===== src/rtl/tter_pkg.sv =====
// ============================================================================
// tter_pkg
// Shared types, constants and register codes of the terminal escape renderer.
// ============================================================================
package tter_pkg;

    // Font layout: glyphs per row of the font image.
    localparam int GLYPHS_PER_ROW = 32;

    // Glyph row of a code is code / GLYPHS_PER_ROW, formed as a multiply by a
    // rounded-up reciprocal. The shift is wide enough to be exact for 8-bit
    // codes and any glyph count up to 128.
    localparam int RECIP_SHIFT = 16;
    localparam int GLYPH_RECIP = ((1 << RECIP_SHIFT) + GLYPHS_PER_ROW - 1) / GLYPHS_PER_ROW;
    localparam int RECIP_W     = $clog2(GLYPH_RECIP + 1);

    // Depth of the command queue between the front and the back part.
    localparam int QUEUE_DEPTH = 2;
    localparam int QPTR_W      = (QUEUE_DEPTH > 1) ? $clog2(QUEUE_DEPTH) : 1;
    localparam int QCNT_W      = $clog2(QUEUE_DEPTH + 1);

    // Configuration register indexes (byte address / 4).
    localparam int REG_IDX_W = 3;
    localparam logic [REG_IDX_W-1:0] REG_ORIGIN_X     = 3'd0;
    localparam logic [REG_IDX_W-1:0] REG_ORIGIN_Y     = 3'd1;
    localparam logic [REG_IDX_W-1:0] REG_SCREEN_WIDTH = 3'd2;
    localparam logic [REG_IDX_W-1:0] REG_COLUMN_COUNT = 3'd3;
    localparam logic [REG_IDX_W-1:0] REG_GLYPH_HALF_W = 3'd4;
    localparam logic [REG_IDX_W-1:0] REG_GLYPH_HEIGHT = 3'd5;
    localparam logic [REG_IDX_W-1:0] REG_FONT_TOP_Y   = 3'd6;

    // Register reset values.
    localparam logic [8:0] RST_ORIGIN_X     = 9'd0;
    localparam logic [9:0] RST_ORIGIN_Y     = 10'd0;
    localparam logic [9:0] RST_SCREEN_WIDTH = 10'd512;
    localparam logic [7:0] RST_COLUMN_COUNT = 8'd80;
    localparam logic [4:0] RST_GLYPH_HALF_W = 5'd3;
    localparam logic [5:0] RST_GLYPH_HEIGHT = 6'd8;
    localparam logic [9:0] RST_FONT_TOP_Y   = 10'd212;

    // Blitter command kinds.
    localparam logic [1:0] CMD_FILL     = 2'd0;
    localparam logic [1:0] CMD_COPY_AND = 2'd1;
    localparam logic [1:0] CMD_COPY_XOR = 2'd2;

    // Fill color used by erase to end of line.
    localparam logic [7:0] ERASE_FILL = 8'h11;

    // Character codes.
    localparam logic [7:0] CH_NL      = 8'h0A;
    localparam logic [7:0] CH_CR      = 8'h0D;
    localparam logic [7:0] CH_ESC     = 8'h1B;
    localparam logic [7:0] CH_SPACE   = 8'h20;
    localparam logic [7:0] CH_COLOR_MAX = 8'd47;
    localparam logic [7:0] CH_UP_K    = 8'h4B;
    localparam logic [7:0] CH_UP_H    = 8'h48;
    localparam logic [7:0] CH_UP_Y    = 8'h59;
    localparam logic [7:0] CH_LO_M    = 8'h6D;
    localparam logic [7:0] CH_LO_X    = 8'h78;
    localparam logic [7:0] CH_LO_Y    = 8'h79;

    typedef struct packed {
        logic [8:0] origin_x;
        logic [9:0] origin_y;
        logic [9:0] screen_width;
        logic [7:0] column_count;
        logic [4:0] glyph_half_width;
        logic [5:0] glyph_height;
        logic [9:0] font_top_y;
    } cfg_t;

    // One drawing job handed from the front to the back part.
    typedef struct packed {
        logic       erase;      // erase to end of line, else printable cell
        logic [7:0] col;
        logic [7:0] row;
        logic [7:0] code;
        logic [7:0] glyph_row;  // code / GLYPHS_PER_ROW
        logic [3:0] fg;
        logic       inv;
    } desc_t;

endpackage


===== src/rtl/tter_front.sv =====
// ============================================================================
// tter_front
// Accepts character items, runs the escape parser and cursor state, and
// queues a drawing job for printable codes and erase to end of line.
// ============================================================================
module tter_front
    import tter_pkg::*;
(
    input  logic       aclk,
    input  logic       aresetn,
    input  cfg_t       cfg,
    input  logic       s_valid,
    output logic       s_ready,
    input  logic [7:0] s_char_code,
    input  logic       q_full,
    output logic       q_push,
    output desc_t      q_data
);

    typedef enum logic [3:0] {
        SUB_NONE  = 4'b0001,
        SUB_COLOR = 4'b0010,
        SUB_ROW   = 4'b0100,
        SUB_COL   = 4'b1000
    } sub_t;

    logic       in_esc_reg, in_esc_next;
    sub_t       sub_reg, sub_next;
    logic [7:0] prow_reg, prow_next;
    logic [3:0] fg_reg, fg_next;
    logic       inv_reg, inv_next;
    logic [7:0] col_reg, col_next;
    logic [7:0] row_reg, row_next;

    logic                        accept;
    logic                        emit;
    logic                        emit_erase;
    logic [7:0]                  c;
    logic [8+RECIP_W-1:0]        recip_prod;

    assign s_ready = !q_full;
    assign accept  = s_valid && s_ready;
    assign c       = s_char_code;

    // Glyph row by reciprocal multiply.
    assign recip_prod = (8+RECIP_W)'(c) * (8+RECIP_W)'(GLYPH_RECIP);

    always_comb begin
        in_esc_next = in_esc_reg;
        sub_next    = sub_reg;
        prow_next   = prow_reg;
        fg_next     = fg_reg;
        inv_next    = inv_reg;
        col_next    = col_reg;
        row_next    = row_reg;
        emit        = 1'b0;
        emit_erase  = 1'b0;
        if (in_esc_reg) begin
            priority if (c == CH_UP_K) begin
                emit        = 1'b1;
                emit_erase  = 1'b1;
                in_esc_next = 1'b0;
                col_next    = cfg.column_count;
            end else if (c == CH_LO_X) begin
                in_esc_next = 1'b1;
            end else if (c == CH_LO_M) begin
                sub_next = SUB_COLOR;
            end else if (sub_reg == SUB_COLOR) begin
                if (c <= CH_COLOR_MAX) begin
                    fg_next = c[3:0];
                end else begin
                    inv_next = !inv_reg;
                end
                sub_next    = SUB_NONE;
                in_esc_next = 1'b0;
            end else if (c == CH_LO_Y) begin
                in_esc_next = 1'b1;
            end else if (c == CH_UP_H) begin
                col_next    = 8'd0;
                row_next    = 8'd0;
                in_esc_next = 1'b0;
            end else if (c == CH_UP_Y) begin
                sub_next = SUB_ROW;
            end else if (sub_reg == SUB_ROW) begin
                prow_next = c;
                sub_next  = SUB_COL;
            end else if (sub_reg == SUB_COL) begin
                col_next    = c - CH_SPACE;
                row_next    = prow_reg - CH_SPACE;
                sub_next    = SUB_NONE;
                in_esc_next = 1'b0;
                prow_next   = 8'd0;
            end else begin
                in_esc_next = 1'b0;
            end
        end else begin
            priority if (c >= CH_SPACE) begin
                emit     = 1'b1;
                col_next = col_reg + 8'd1;
            end else if (c == CH_NL) begin
                row_next = row_reg + 8'd1;
            end else if (c == CH_CR) begin
                col_next = 8'd0;
            end else if (c == CH_ESC) begin
                in_esc_next = 1'b1;
            end else begin
                in_esc_next = 1'b0;
            end
        end
    end

    assign q_push          = accept && emit;
    assign q_data.erase     = emit_erase;
    assign q_data.col       = col_reg;
    assign q_data.row       = row_reg;
    assign q_data.code      = c;
    assign q_data.glyph_row = recip_prod[RECIP_SHIFT +: 8];
    assign q_data.fg        = fg_reg;
    assign q_data.inv       = inv_reg;

    always_ff @(posedge aclk) begin
        if (!aresetn) begin
            in_esc_reg <= 1'b0;
            sub_reg    <= SUB_NONE;
            prow_reg   <= 8'd0;
            fg_reg     <= 4'd0;
            inv_reg    <= 1'b0;
            col_reg    <= 8'd0;
            row_reg    <= 8'd0;
        end else if (accept) begin
            in_esc_reg <= in_esc_next;
            sub_reg    <= sub_next;
            prow_reg   <= prow_next;
            fg_reg     <= fg_next;
            inv_reg    <= inv_next;
            col_reg    <= col_next;
            row_reg    <= row_next;
        end
    end

endmodule


===== src/rtl/tter_queue.sv =====
// ============================================================================
// tter_queue
// Short first-in first-out queue of drawing jobs between front and back.
// ============================================================================
module tter_queue
    import tter_pkg::*;
(
    input  logic  aclk,
    input  logic  aresetn,
    input  logic  push,
    input  desc_t push_data,
    output logic  full,
    input  logic  pop,
    output logic  valid,
    output desc_t pop_data
);

    desc_t             mem_reg [QUEUE_DEPTH];
    logic [QPTR_W-1:0] wptr_reg, wptr_next;
    logic [QPTR_W-1:0] rptr_reg, rptr_next;
    logic [QCNT_W-1:0] cnt_reg, cnt_next;
    logic              do_push, do_pop;

    assign full     = (cnt_reg == QCNT_W'(QUEUE_DEPTH));
    assign valid    = (cnt_reg != '0);
    assign pop_data = mem_reg[rptr_reg];
    assign do_push  = push && !full;
    assign do_pop   = pop && valid;

    always_comb begin
        wptr_next = wptr_reg;
        rptr_next = rptr_reg;
        cnt_next  = cnt_reg;
        if (do_push) begin
            wptr_next = (wptr_reg == QPTR_W'(QUEUE_DEPTH - 1)) ? '0 : wptr_reg + 1'b1;
        end
        if (do_pop) begin
            rptr_next = (rptr_reg == QPTR_W'(QUEUE_DEPTH - 1)) ? '0 : rptr_reg + 1'b1;
        end
        if (do_push && !do_pop) begin
            cnt_next = cnt_reg + 1'b1;
        end else if (do_pop && !do_push) begin
            cnt_next = cnt_reg - 1'b1;
        end
    end

    always_ff @(posedge aclk) begin
        if (!aresetn) begin
            wptr_reg <= '0;
            rptr_reg <= '0;
            cnt_reg  <= '0;
        end else begin
            wptr_reg <= wptr_next;
            rptr_reg <= rptr_next;
            cnt_reg  <= cnt_next;
        end
    end

    always_ff @(posedge aclk) begin
        if (do_push) begin
            mem_reg[wptr_reg] <= push_data;
        end
    end

endmodule


===== src/rtl/tter_back.sv =====
// ============================================================================
// tter_back
// Takes drawing jobs from the queue, forms cell geometry and emits blitter
// commands through an output register.
// ============================================================================
module tter_back
    import tter_pkg::*;
(
    input  logic       aclk,
    input  logic       aresetn,
    input  cfg_t       cfg,
    input  logic       q_valid,
    input  desc_t      q_data,
    output logic       q_pop,
    output logic       m_valid,
    input  logic       m_ready,
    output logic [1:0] m_cmd_kind,
    output logic [9:0] m_src_x,
    output logic [9:0] m_src_y,
    output logic [9:0] m_dst_x,
    output logic [9:0] m_dst_y,
    output logic [9:0] m_rect_width,
    output logic [5:0] m_rect_height,
    output logic [7:0] m_fill_byte,
    output logic       m_last
);

    // Job stage: products are registered here.
    logic        job_valid_reg, job_valid_next;
    logic        job_phase_reg, job_phase_next;
    logic        job_erase_reg;
    logic [3:0]  job_fg_reg;
    logic        job_inv_reg;
    logic [13:0] job_xoff_reg;
    logic [9:0]  job_rowprod_reg;
    logic [7:0]  job_n_reg;
    logic [9:0]  job_mprod_reg;

    // Output register.
    logic        m_valid_reg, m_valid_next;
    logic [1:0]  m_cmd_kind_reg;
    logic [9:0]  m_src_x_reg;
    logic [9:0]  m_src_y_reg;
    logic [9:0]  m_dst_x_reg;
    logic [9:0]  m_dst_y_reg;
    logic [9:0]  m_rect_width_reg;
    logic [5:0]  m_rect_height_reg;
    logic [7:0]  m_fill_byte_reg;
    logic        m_last_reg;

    logic        out_load, job_done, job_load;
    logic [5:0]  gw;
    logic [13:0] xoff_new, rowprod_new, mprod_new;
    logic [15:0] mg_new;
    logic [7:0]  n_new;
    logic [13:0] sx_prod;
    logic [9:0]  dx, dy, sx, sy, erase_w;
    logic [1:0]  kind_next;
    logic [9:0]  src_x_next, src_y_next, width_next;
    logic [7:0]  fill_next;
    logic        last_next;

    assign gw       = {cfg.glyph_half_width, 1'b0};
    assign out_load = job_valid_reg && (!m_valid_reg || m_ready);
    assign job_done = out_load && (job_erase_reg || job_phase_reg);
    assign job_load = q_valid && (!job_valid_reg || job_done);
    assign q_pop    = job_load;

    // Job stage arithmetic, one multiply per path.
    assign xoff_new    = 14'(q_data.col) * 14'(gw);
    assign rowprod_new = 14'(q_data.row) * 14'(cfg.glyph_height);
    assign mprod_new   = 14'(q_data.glyph_row) * 14'(cfg.glyph_height);
    assign mg_new      = 16'(q_data.glyph_row) * 16'(GLYPHS_PER_ROW);
    assign n_new       = q_data.code - mg_new[7:0];

    // Output stage arithmetic.
    assign sx_prod = 14'(job_n_reg) * 14'(gw);
    assign dx      = 10'(cfg.origin_x) + job_xoff_reg[9:0];
    assign dy      = cfg.origin_y + job_rowprod_reg;
    assign sx      = sx_prod[9:0];
    assign sy      = cfg.font_top_y + job_mprod_reg;
    assign erase_w = (14'(cfg.screen_width) > job_xoff_reg)
                   ? (cfg.screen_width - job_xoff_reg[9:0]) : 10'd0;

    always_comb begin
        if (job_erase_reg) begin
            kind_next  = CMD_FILL;
            src_x_next = 10'd0;
            src_y_next = 10'd0;
            width_next = erase_w;
            fill_next  = ERASE_FILL;
            last_next  = 1'b1;
        end else if (!job_phase_reg) begin
            kind_next  = CMD_FILL;
            src_x_next = 10'd0;
            src_y_next = 10'd0;
            width_next = 10'(gw);
            fill_next  = {job_fg_reg, job_fg_reg};
            last_next  = 1'b0;
        end else begin
            kind_next  = job_inv_reg ? CMD_COPY_XOR : CMD_COPY_AND;
            src_x_next = sx;
            src_y_next = sy;
            width_next = 10'(gw);
            fill_next  = 8'd0;
            last_next  = 1'b1;
        end
    end

    always_comb begin
        job_valid_next = job_valid_reg;
        job_phase_next = job_phase_reg;
        if (job_load) begin
            job_valid_next = 1'b1;
            job_phase_next = 1'b0;
        end else if (job_done) begin
            job_valid_next = 1'b0;
        end else if (out_load) begin
            job_phase_next = 1'b1;
        end
        m_valid_next = out_load ? 1'b1 : (m_ready ? 1'b0 : m_valid_reg);
    end

    always_ff @(posedge aclk) begin
        if (!aresetn) begin
            job_valid_reg <= 1'b0;
            job_phase_reg <= 1'b0;
            m_valid_reg   <= 1'b0;
        end else begin
            job_valid_reg <= job_valid_next;
            job_phase_reg <= job_phase_next;
            m_valid_reg   <= m_valid_next;
        end
    end

    always_ff @(posedge aclk) begin
        if (job_load) begin
            job_erase_reg   <= q_data.erase;
            job_fg_reg      <= q_data.fg;
            job_inv_reg     <= q_data.inv;
            job_xoff_reg    <= xoff_new;
            job_rowprod_reg <= rowprod_new[9:0];
            job_n_reg       <= n_new;
            job_mprod_reg   <= mprod_new[9:0];
        end
        if (out_load) begin
            m_cmd_kind_reg    <= kind_next;
            m_src_x_reg       <= src_x_next;
            m_src_y_reg       <= src_y_next;
            m_dst_x_reg       <= dx;
            m_dst_y_reg       <= dy;
            m_rect_width_reg  <= width_next;
            m_rect_height_reg <= cfg.glyph_height;
            m_fill_byte_reg   <= fill_next;
            m_last_reg        <= last_next;
        end
    end

    assign m_valid       = m_valid_reg;
    assign m_cmd_kind    = m_cmd_kind_reg;
    assign m_src_x       = m_src_x_reg;
    assign m_src_y       = m_src_y_reg;
    assign m_dst_x       = m_dst_x_reg;
    assign m_dst_y       = m_dst_y_reg;
    assign m_rect_width  = m_rect_width_reg;
    assign m_rect_height = m_rect_height_reg;
    assign m_fill_byte   = m_fill_byte_reg;
    assign m_last        = m_last_reg;

endmodule


===== src/rtl/text_terminal_escape_renderer.sv =====
// ============================================================================
// text_terminal_escape_renderer
// Character terminal with an escape sequence parser that drives a blitter.
// ============================================================================
// Usage:
// The input channel (s_valid, s_ready, s_char_code) takes one character code
// per item. The result channel (m_valid, m_ready, m_*) gives blitter
// commands: a printable code yields a background fill followed by a glyph
// copy, erase to end of line yields one fill, all other codes only change
// cursor, color or parser state. m_last marks the final command of an item.
// A printable item passes the job queue, the job register of the back part
// and the output register before its first command shows; its glyph copy
// follows once the cell fill is taken. Commands leave at one per cycle while
// m_ready is high; items that make no command are taken once per cycle while the
// two-entry job queue has room.
// When the receiver stalls, commands wait in the output register, the back
// part holds one job and the queue fills; s_ready falls only when the queue
// is full. Synchronous reset (aresetn low) clears the cursor, the color, the
// inversion flag, the parser, the job queue and the back part, and sets the configuration
// registers to their defaults. Registers are written over the APB port at
// byte address 4*index and should only change while the block is idle.
// ============================================================================
module text_terminal_escape_renderer
    import tter_pkg::*;
(
    input  logic        aclk,
    input  logic        aresetn,
    // Configuration port
    input  logic        psel,
    input  logic        penable,
    input  logic        pwrite,
    input  logic [4:0]  paddr,
    input  logic [31:0] pwdata,
    output logic [31:0] prdata,
    output logic        pready,
    // Input channel
    input  logic        s_valid,
    output logic        s_ready,
    input  logic [7:0]  s_char_code,
    // Result channel
    output logic        m_valid,
    input  logic        m_ready,
    output logic [1:0]  m_cmd_kind,
    output logic [9:0]  m_src_x,
    output logic [9:0]  m_src_y,
    output logic [9:0]  m_dst_x,
    output logic [9:0]  m_dst_y,
    output logic [9:0]  m_rect_width,
    output logic [5:0]  m_rect_height,
    output logic [7:0]  m_fill_byte,
    output logic        m_last
);

    // Configuration registers. They are read live by both parts; the rule
    // that they only change while idle keeps every command consistent.
    cfg_t                 cfg_reg;
    logic                 cfg_wr;
    logic [REG_IDX_W-1:0] reg_idx;

    assign pready  = 1'b1;
    assign reg_idx = paddr[4:2];
    assign cfg_wr  = psel && penable && pwrite;

    always_ff @(posedge aclk) begin
        if (!aresetn) begin
            cfg_reg.origin_x         <= RST_ORIGIN_X;
            cfg_reg.origin_y         <= RST_ORIGIN_Y;
            cfg_reg.screen_width     <= RST_SCREEN_WIDTH;
            cfg_reg.column_count     <= RST_COLUMN_COUNT;
            cfg_reg.glyph_half_width <= RST_GLYPH_HALF_W;
            cfg_reg.glyph_height     <= RST_GLYPH_HEIGHT;
            cfg_reg.font_top_y       <= RST_FONT_TOP_Y;
        end else if (cfg_wr) begin
            unique case (reg_idx)
                REG_ORIGIN_X:     cfg_reg.origin_x         <= pwdata[8:0];
                REG_ORIGIN_Y:     cfg_reg.origin_y         <= pwdata[9:0];
                REG_SCREEN_WIDTH: cfg_reg.screen_width     <= pwdata[9:0];
                REG_COLUMN_COUNT: cfg_reg.column_count     <= pwdata[7:0];
                REG_GLYPH_HALF_W: cfg_reg.glyph_half_width <= pwdata[4:0];
                REG_GLYPH_HEIGHT: cfg_reg.glyph_height     <= pwdata[5:0];
                REG_FONT_TOP_Y:   cfg_reg.font_top_y       <= pwdata[9:0];
                default: begin
                end
            endcase
        end
    end

    // Register readback.
    always_comb begin
        unique case (reg_idx)
            REG_ORIGIN_X:     prdata = 32'(cfg_reg.origin_x);
            REG_ORIGIN_Y:     prdata = 32'(cfg_reg.origin_y);
            REG_SCREEN_WIDTH: prdata = 32'(cfg_reg.screen_width);
            REG_COLUMN_COUNT: prdata = 32'(cfg_reg.column_count);
            REG_GLYPH_HALF_W: prdata = 32'(cfg_reg.glyph_half_width);
            REG_GLYPH_HEIGHT: prdata = 32'(cfg_reg.glyph_height);
            REG_FONT_TOP_Y:   prdata = 32'(cfg_reg.font_top_y);
            default:          prdata = 32'd0;
        endcase
    end

    // Front part: parser and cursor; it pushes a job for every item that
    // draws something.
    logic  q_full, q_push, q_pop, q_valid;
    desc_t q_in, q_out;

    tter_front u_front (
        .aclk        (aclk),
        .aresetn     (aresetn),
        .cfg         (cfg_reg),
        .s_valid     (s_valid),
        .s_ready     (s_ready),
        .s_char_code (s_char_code),
        .q_full      (q_full),
        .q_push      (q_push),
        .q_data      (q_in)
    );

    tter_queue u_queue (
        .aclk      (aclk),
        .aresetn   (aresetn),
        .push      (q_push),
        .push_data (q_in),
        .full      (q_full),
        .pop       (q_pop),
        .valid     (q_valid),
        .pop_data  (q_out)
    );

    // Back part: geometry and command output.
    tter_back u_back (
        .aclk          (aclk),
        .aresetn       (aresetn),
        .cfg           (cfg_reg),
        .q_valid       (q_valid),
        .q_data        (q_out),
        .q_pop         (q_pop),
        .m_valid       (m_valid),
        .m_ready       (m_ready),
        .m_cmd_kind    (m_cmd_kind),
        .m_src_x       (m_src_x),
        .m_src_y       (m_src_y),
        .m_dst_x       (m_dst_x),
        .m_dst_y       (m_dst_y),
        .m_rect_width  (m_rect_width),
        .m_rect_height (m_rect_height),
        .m_fill_byte   (m_fill_byte),
        .m_last        (m_last)
    );

`ifndef SYNTHESIS
    // The first command of a two-command item is always the cell fill.
    a_first_is_fill: assert property (@(posedge aclk) disable iff (!aresetn)
        (m_valid && !m_last) |-> (m_cmd_kind == CMD_FILL))
        else $error("non-final command is not a fill");

    // Once the cell fill is taken, the glyph copy follows in the next cycle.
    a_copy_follows: assert property (@(posedge aclk) disable iff (!aresetn)
        (m_valid && m_ready && !m_last) |=>
        (m_valid && m_last && m_cmd_kind != CMD_FILL))
        else $error("glyph copy did not follow the cell fill");

    // Copies carry no fill color and always end their item.
    a_copy_fields: assert property (@(posedge aclk) disable iff (!aresetn)
        (m_valid && m_cmd_kind != CMD_FILL) |-> (m_fill_byte == 8'd0 && m_last))
        else $error("copy command with fill color or not last");
`endif

endmodule

===== config.mk =====
export PLATFORM = sky130hd
export DESIGN_NAME = text_terminal_escape_renderer
export DESIGN_NICKNAME = d
export VERILOG_FILES = /design/src/rtl/tter_pkg.sv /design/src/rtl/tter_front.sv /design/src/rtl/tter_queue.sv /design/src/rtl/tter_back.sv /design/src/rtl/text_terminal_escape_renderer.sv
export SDC_FILE = /design/constraint.sdc
export NUM_CORES = 1
export LEC_CHECK = 0
export ABC_AREA = 1
export CAP_MARGIN = 20
export CORE_ASPECT_RATIO = 1.1
export CORE_MARGIN = 1.5
export CORE_UTILIZATION = 40
export CTS_CLUSTER_DIAMETER = 80
export DETAILED_ROUTE_END_ITERATION = 10
export DONT_BUFFER_PORTS = 1
export GPL_TIMING_DRIVEN = 0
export PLACE_DENSITY = 0.6
export SLEW_MARGIN = 20
export SYNTH_ARGS = -nofsm -noshare
export SYNTH_HDL_FRONTEND = slang
export SYNTH_SLANG_ARGS = --single-unit

===== constraint.sdc =====
create_clock -name aclk -period 6.3 [get_ports aclk]
set_clock_uncertainty 0.2 [all_clocks]
set_input_delay 0.945 -clock aclk [delete_from_list [all_inputs] [get_ports aclk]]
set_output_delay 0.945 -clock aclk [all_outputs]
set_load 0.02 [all_outputs]

---- After elaboration in Yosys (flattened, before gate mapping) ----
Memories as Yosys holds them, arrays and structs flattened. A register that Yosys moved wholly into a read port is not among the register bits.
Cells that the tools add are included.
W data, S select, Z words.
cells by class
  add/subtract/negate cells ............... 13
  multiply operators ...................... 4
  $lt $le $gt $ge ......................... 3
  equal/unequal tests ..................... 38
  multiplexer cells ....................... 69
  bitwise operators ....................... 11
  reduce and logical (&&, ||, !) cells .... 47
operators by type and width
  operator               count
  $mux W8                27
  $pmux W10 S7           1
  $eq A8 B7 Y1 const B   6
  $mux W1                28
  $mux W4                7
  $ne A3 B3 Y1 const B   7
  $reduce_and A7 Y1      3
  $add A10 B10 Y10       2
  $mul A8 B6 Y10         2
  $reduce_and A10 Y1     2
  $reduce_and A2 Y1      9
  $add A8 B1 Y8 const B  2
  $eq A8 B4 Y1 const B   2
  $sub A8 B6 Y8 const B  2
  $gt A10 B14 Y1         1
  $mul A8 B5 Y13         1
  $mux W6                2
  $ne A4 B4 Y1 const B   3
  $reduce_bool A2 Y1     6
  $logic_and A1 B1 Y1    11
  $not A1 Y1             11
  $reduce_and A11 Y1     1
  $add A9 B10 Y10        1
  $ne A2 B2 Y1 const B   5
  other kinds (26)       43
word-level totals
  flip-flop bits (word level) ............. 213
  memory bits (writable) .................. 66
  input port bits ......................... 52
  output and inout port bits .............. 102
  logic and storage cells ................. 225
  memories kept ........................... 1
memory list
  name             words  width  rd ports  clocked after Yosys merged registers in  write ports  RTL line          text
  u_queue.mem_reg  2      33     1         1                                        1            tter_queue.sv:18  desc_t mem_reg [QUEUE_DEPTH];

---- Longest topological paths before layout ----
  word-level depth ........................ 11
  mapped depth ............................ 21
  mapped depth without buffers ............ 20

---- Modules after synthesis ----
Synthesis repeated with hierarchy kept, for this count alone.
unflattened totals
  cells, all modules ...................... 2293
  area total of the unflattened synthesis .. 19100.8 µm²
modules (own cells, without submodules)
  module                         instances  cells each  area an instance (µm²)  sequential area each (µm²)
  tter_back                      1          1221        10100.9                 3333.2
  text_terminal_escape_renderer  1          486         3188.1                  1161.1
  tter_queue                     1          155         3069.2                  2382.3
  tter_front                     1          431         2742.6                  680.7

---- Least setup slack after synthesis ----
No wires, ideal clock.
  path type ............................... register -> register
  start point ............................. register with a tool-made name
  end point ............................... register u_back.job_xoff_reg[11] (data pin)
  setup time .............................. 258 ps
  data arrival time ....................... 3828 ps
  setup slack ............................. 2014 ps
  cell stages (with the launch flop) ...... 18
  buffers on the path ..................... 2
  path through ............................ dfxtp_1 -> buf_2 -> buf_2 -> mux2i_1 -> nor2_1 -> fa_1 -> fa_1 -> inv_1 -> fa_1 -> inv_1 -> ha_1 -> nand2_1 -> nand3_1 -> a21oi_1 -> o21ai_0 -> nand2_1 -> nand2_1 -> xor2_1
RTL lines
  item                  RTL line          text
  to (signal assigned)  tter_back.sv:141  job_xoff_reg <= xoff_new;
  to (decl)             tter_back.sv:34   logic [13:0] job_xoff_reg;

==> reports/results.ini <==
[power_and_ir_drop]
power.density_mw_per_mm2=372.2
p_leak_nw=7.159
ir_worst_vdd_uv=196.8

[route]
routed_wl_um=33390
via_per_inst=4.966
drt-initial-drc-count=655
firstDrtPassIters=5
drc_errors=0
drt.antenna.violating_nets=0
vias=10550
post_drt_wl_per_cell_um=15.72

[worst_setup_path]
critPathBufInv=5
cp_data_arrival_time_ns=5.00
cp_slowest_cell=fa_1
cp.depth=18
reg2regPathDepth=18
reg2reg_to=u_back.job_rowprod_reg[9]
start_kind=flop
cp_top_family=adder cells
critPathCapture=u_back.job_rowprod_reg[9]
path_cells=buf_2, buf_1, nand2_1, o21ai_0, nor2_1, fa_1, fa_1, inv_1, fa_1, inv_1, ha_1, a21oi_1, nand2_1, a21oi_1, inv_1, a21oi_1, nand3b_1, nand2_1
critPathMaxStageDelay_ns=0.55
crit_path_end_kind=flop
crit_path_max_fanout=10
critPathKind=reg2reg
ff2ff_setup_slack_ns=1.42
worstPathRequired_ns=6.42

[logic_synthesis]
synth_cell_types=51
synth_warnings=0
syn_area_mm2=0.01406
ys.flop_type=edfxtp_1
ys_async_sr_fraction_pct=0
synth_commonest_cells=nand2_1 (263), nor2_1 (237), inv_1 (211)
netlist.area_leader.share_pct=29.90
yosysMostFrequentCell=nand2_1
synth_area_leaders=edfxtp_1 (30%), dfxtp_1 (14%), ha_1 (7.3%)
synth_edf_count=140
ys_seq_area_share_pct=44.13
yosys.area.top_type=edfxtp_1
synthCells=1600
syn_area_per_cell_um2=8.789
ys_ff_latch=240

[finish]
fin_nets=1849
final_area_mm2=0.01582
fillers=3297
drive_gt1_share_pct=9.905
syn_to_final_growth_pct=12.52
largest_register_ffs=58
layout.cells.non_filler=2124
antenna_cells=0

[die]
die_w_um=181.8
fp.dieH_um=199.7
row_count=71
start_util_pct=40.90
die_area_mm2=0.03629
io_pins=154
coreArea_mm2=0.03438

[timing]
slew_headroom_pct=41.79
period_needed_ns=4.880
hold_viol=0
tightest_slew_ns=0.8732
rsz0062_at_grt=false
finalMaxSlewViolations=0
fin_crit_sh_pct=77.46
fmax_mhz=204.9
setup_violations=0
final.setup.tns_ns=0

[clock_network]
cts_resized=0
clock-sinks=240
clockRootBuffer=clkbuf_16
clock_latency_ns=0.56
post-cts-setup-buffer-count=0
cts_made_buffers=26
htreeDepth=1
clock_path_buffers=3
cts_tree=done
path_clk_slew_ns=0.06
cts_hold_buf=0

[global_routing]
grt_pass1_wl_um=53850
grt_overflow_total=0
grt_max_degree=26
grt_pass1_vias=10150
antenna_found_initial=0
grt.total_usage_pct=18.81

[placed_design]
placed_area_mm2=0.01493
dp.cells=2076
io_buffers=0
gp_congestion=0.9231
dp_hpwl_um=25720

[min_path]
hold_path_class=reg2reg

[flow_run]
drv_cap=0

[run_status]
status=complete, no violations

worst reg2reg max path, cell delays in order (launching register included):
cell	delay [ns]
dfxtp_1	0.34
buf_2	0.25
buf_1	0.44
nand2_1	0.10
o21ai_0	0.32
nor2_1	0.14
fa_1	0.53
fa_1	0.55
inv_1	0.06
fa_1	0.53
inv_1	0.04
ha_1	0.34
a21oi_1	0.16
nand2_1	0.10
a21oi_1	0.14
inv_1	0.05
a21oi_1	0.15
nand3b_1	0.13
nand2_1	0.06
how the worst min path moves through the flow:
stage,start,to,slack (ns),depth (start not counted)
detailed placement,u_front.fg_reg[2],u_queue.mem_reg[0][3],0.24,0
CTS,u_queue.rptr_reg,u_queue.rptr_reg,0.25,1
global placement,u_front.fg_reg[0],u_queue.mem_reg[0][1],0.23,0
finish,u_queue.rptr_reg,u_queue.rptr_reg,0.25,1
global route,u_front.fg_reg[2],u_queue.mem_reg[0][3],0.27,0
floorplan,cfg_reg[49],u_back.m_dst_x[0],0.22,0
power by group:
| part | switching [mW] | total [mW] | internal, mW |
|---|---|---|---|
| Clock | 0.642 | 1.57 | 0.932 |
| Sequential | 0.285 | 2.40 | 2.12 |
| Combinational | 1.20 | 1.91 | 0.711 |
| Total | 2.13 | 5.89 | 3.76 |
cell families (layout without fill, tap and decap cells):
logic type / after synthesis / count (layout) / synth area share, %
buf+inv: 307 / 361 / 9.503
compound gates: 249 / 249 / 9.823
flops: 240 / 240 / 44.13
mux: 15 / 15 / 1.166
xor+xnor: 47 / 47 / 2.927
fa+ha+maj: 131 / 131 / 14.27
other cells: 2 / 34 / 0.05341
simple gates: 609 / 609 / 18.12
cell usage in the layout (no fill, tap or decap), types with 16 or more instances in the layout:
| cell | instances |
|---|---|
| a21oi_1 | 95 |
| buf_4 | 41 |
| clkbuf_1 | 20 |
| clkbuf_16 | 27 |
| conb_1 | 34 |
| dfxtp_1 | 100 |
| edfxtp_1 | 140 |
| fa_1 | 49 |
| ha_1 | 82 |
| inv_1 | 211 |
| inv_2 | 22 |
| nand2_1 | 263 |
| nand3_1 | 60 |
| nor2_1 | 235 |
| o21ai_0 | 89 |
| xnor2_1 | 16 |
| xor2_1 | 31 |
final cells by class:
cell class,instances,area (um2),share of cell area [%]
Inverter,237,889.6,5.622
Clock buffer,32,714.4,4.515
Timing Repair Buffer,6,165.2,1.044
Clock inverter,16,178.9,1.131
Sequential cell,240,6206,39.22
Tap cell,438,548.0,3.464
Buffer,70,446.7,2.823
Multi-Input combinational cell,1085,6674,42.18
per-stage QoR:
stage          power, mW  hold slack, ns  setup WS (ns)  utilization [%]
3_5_place_dp       4.362          0.2390          1.374            43.43
3_3_place_gp       4.246          0.2335         0.4052            42.85
5_1_grt            6.287          0.2665          1.100            46.02
4_1_cts            5.950          0.2502          1.347            46.02
6_report           5.889          0.2501          1.420            46.02
2_1_floorplan      3.798          0.2249          2.014                -
routing by layer:
metal / up-vias / routed length (um) / track usage (%)
met5: - / 0 / 0
met4: 0 / 842 / 6.512
met3: 51 / 1536 / 2.624
met2: 243 / 16420 / 33.65
met1: 4950 / 14590 / 23.24
li1: 5303 / - / -
No activity file was read; power rests on OpenSTA's default activity.
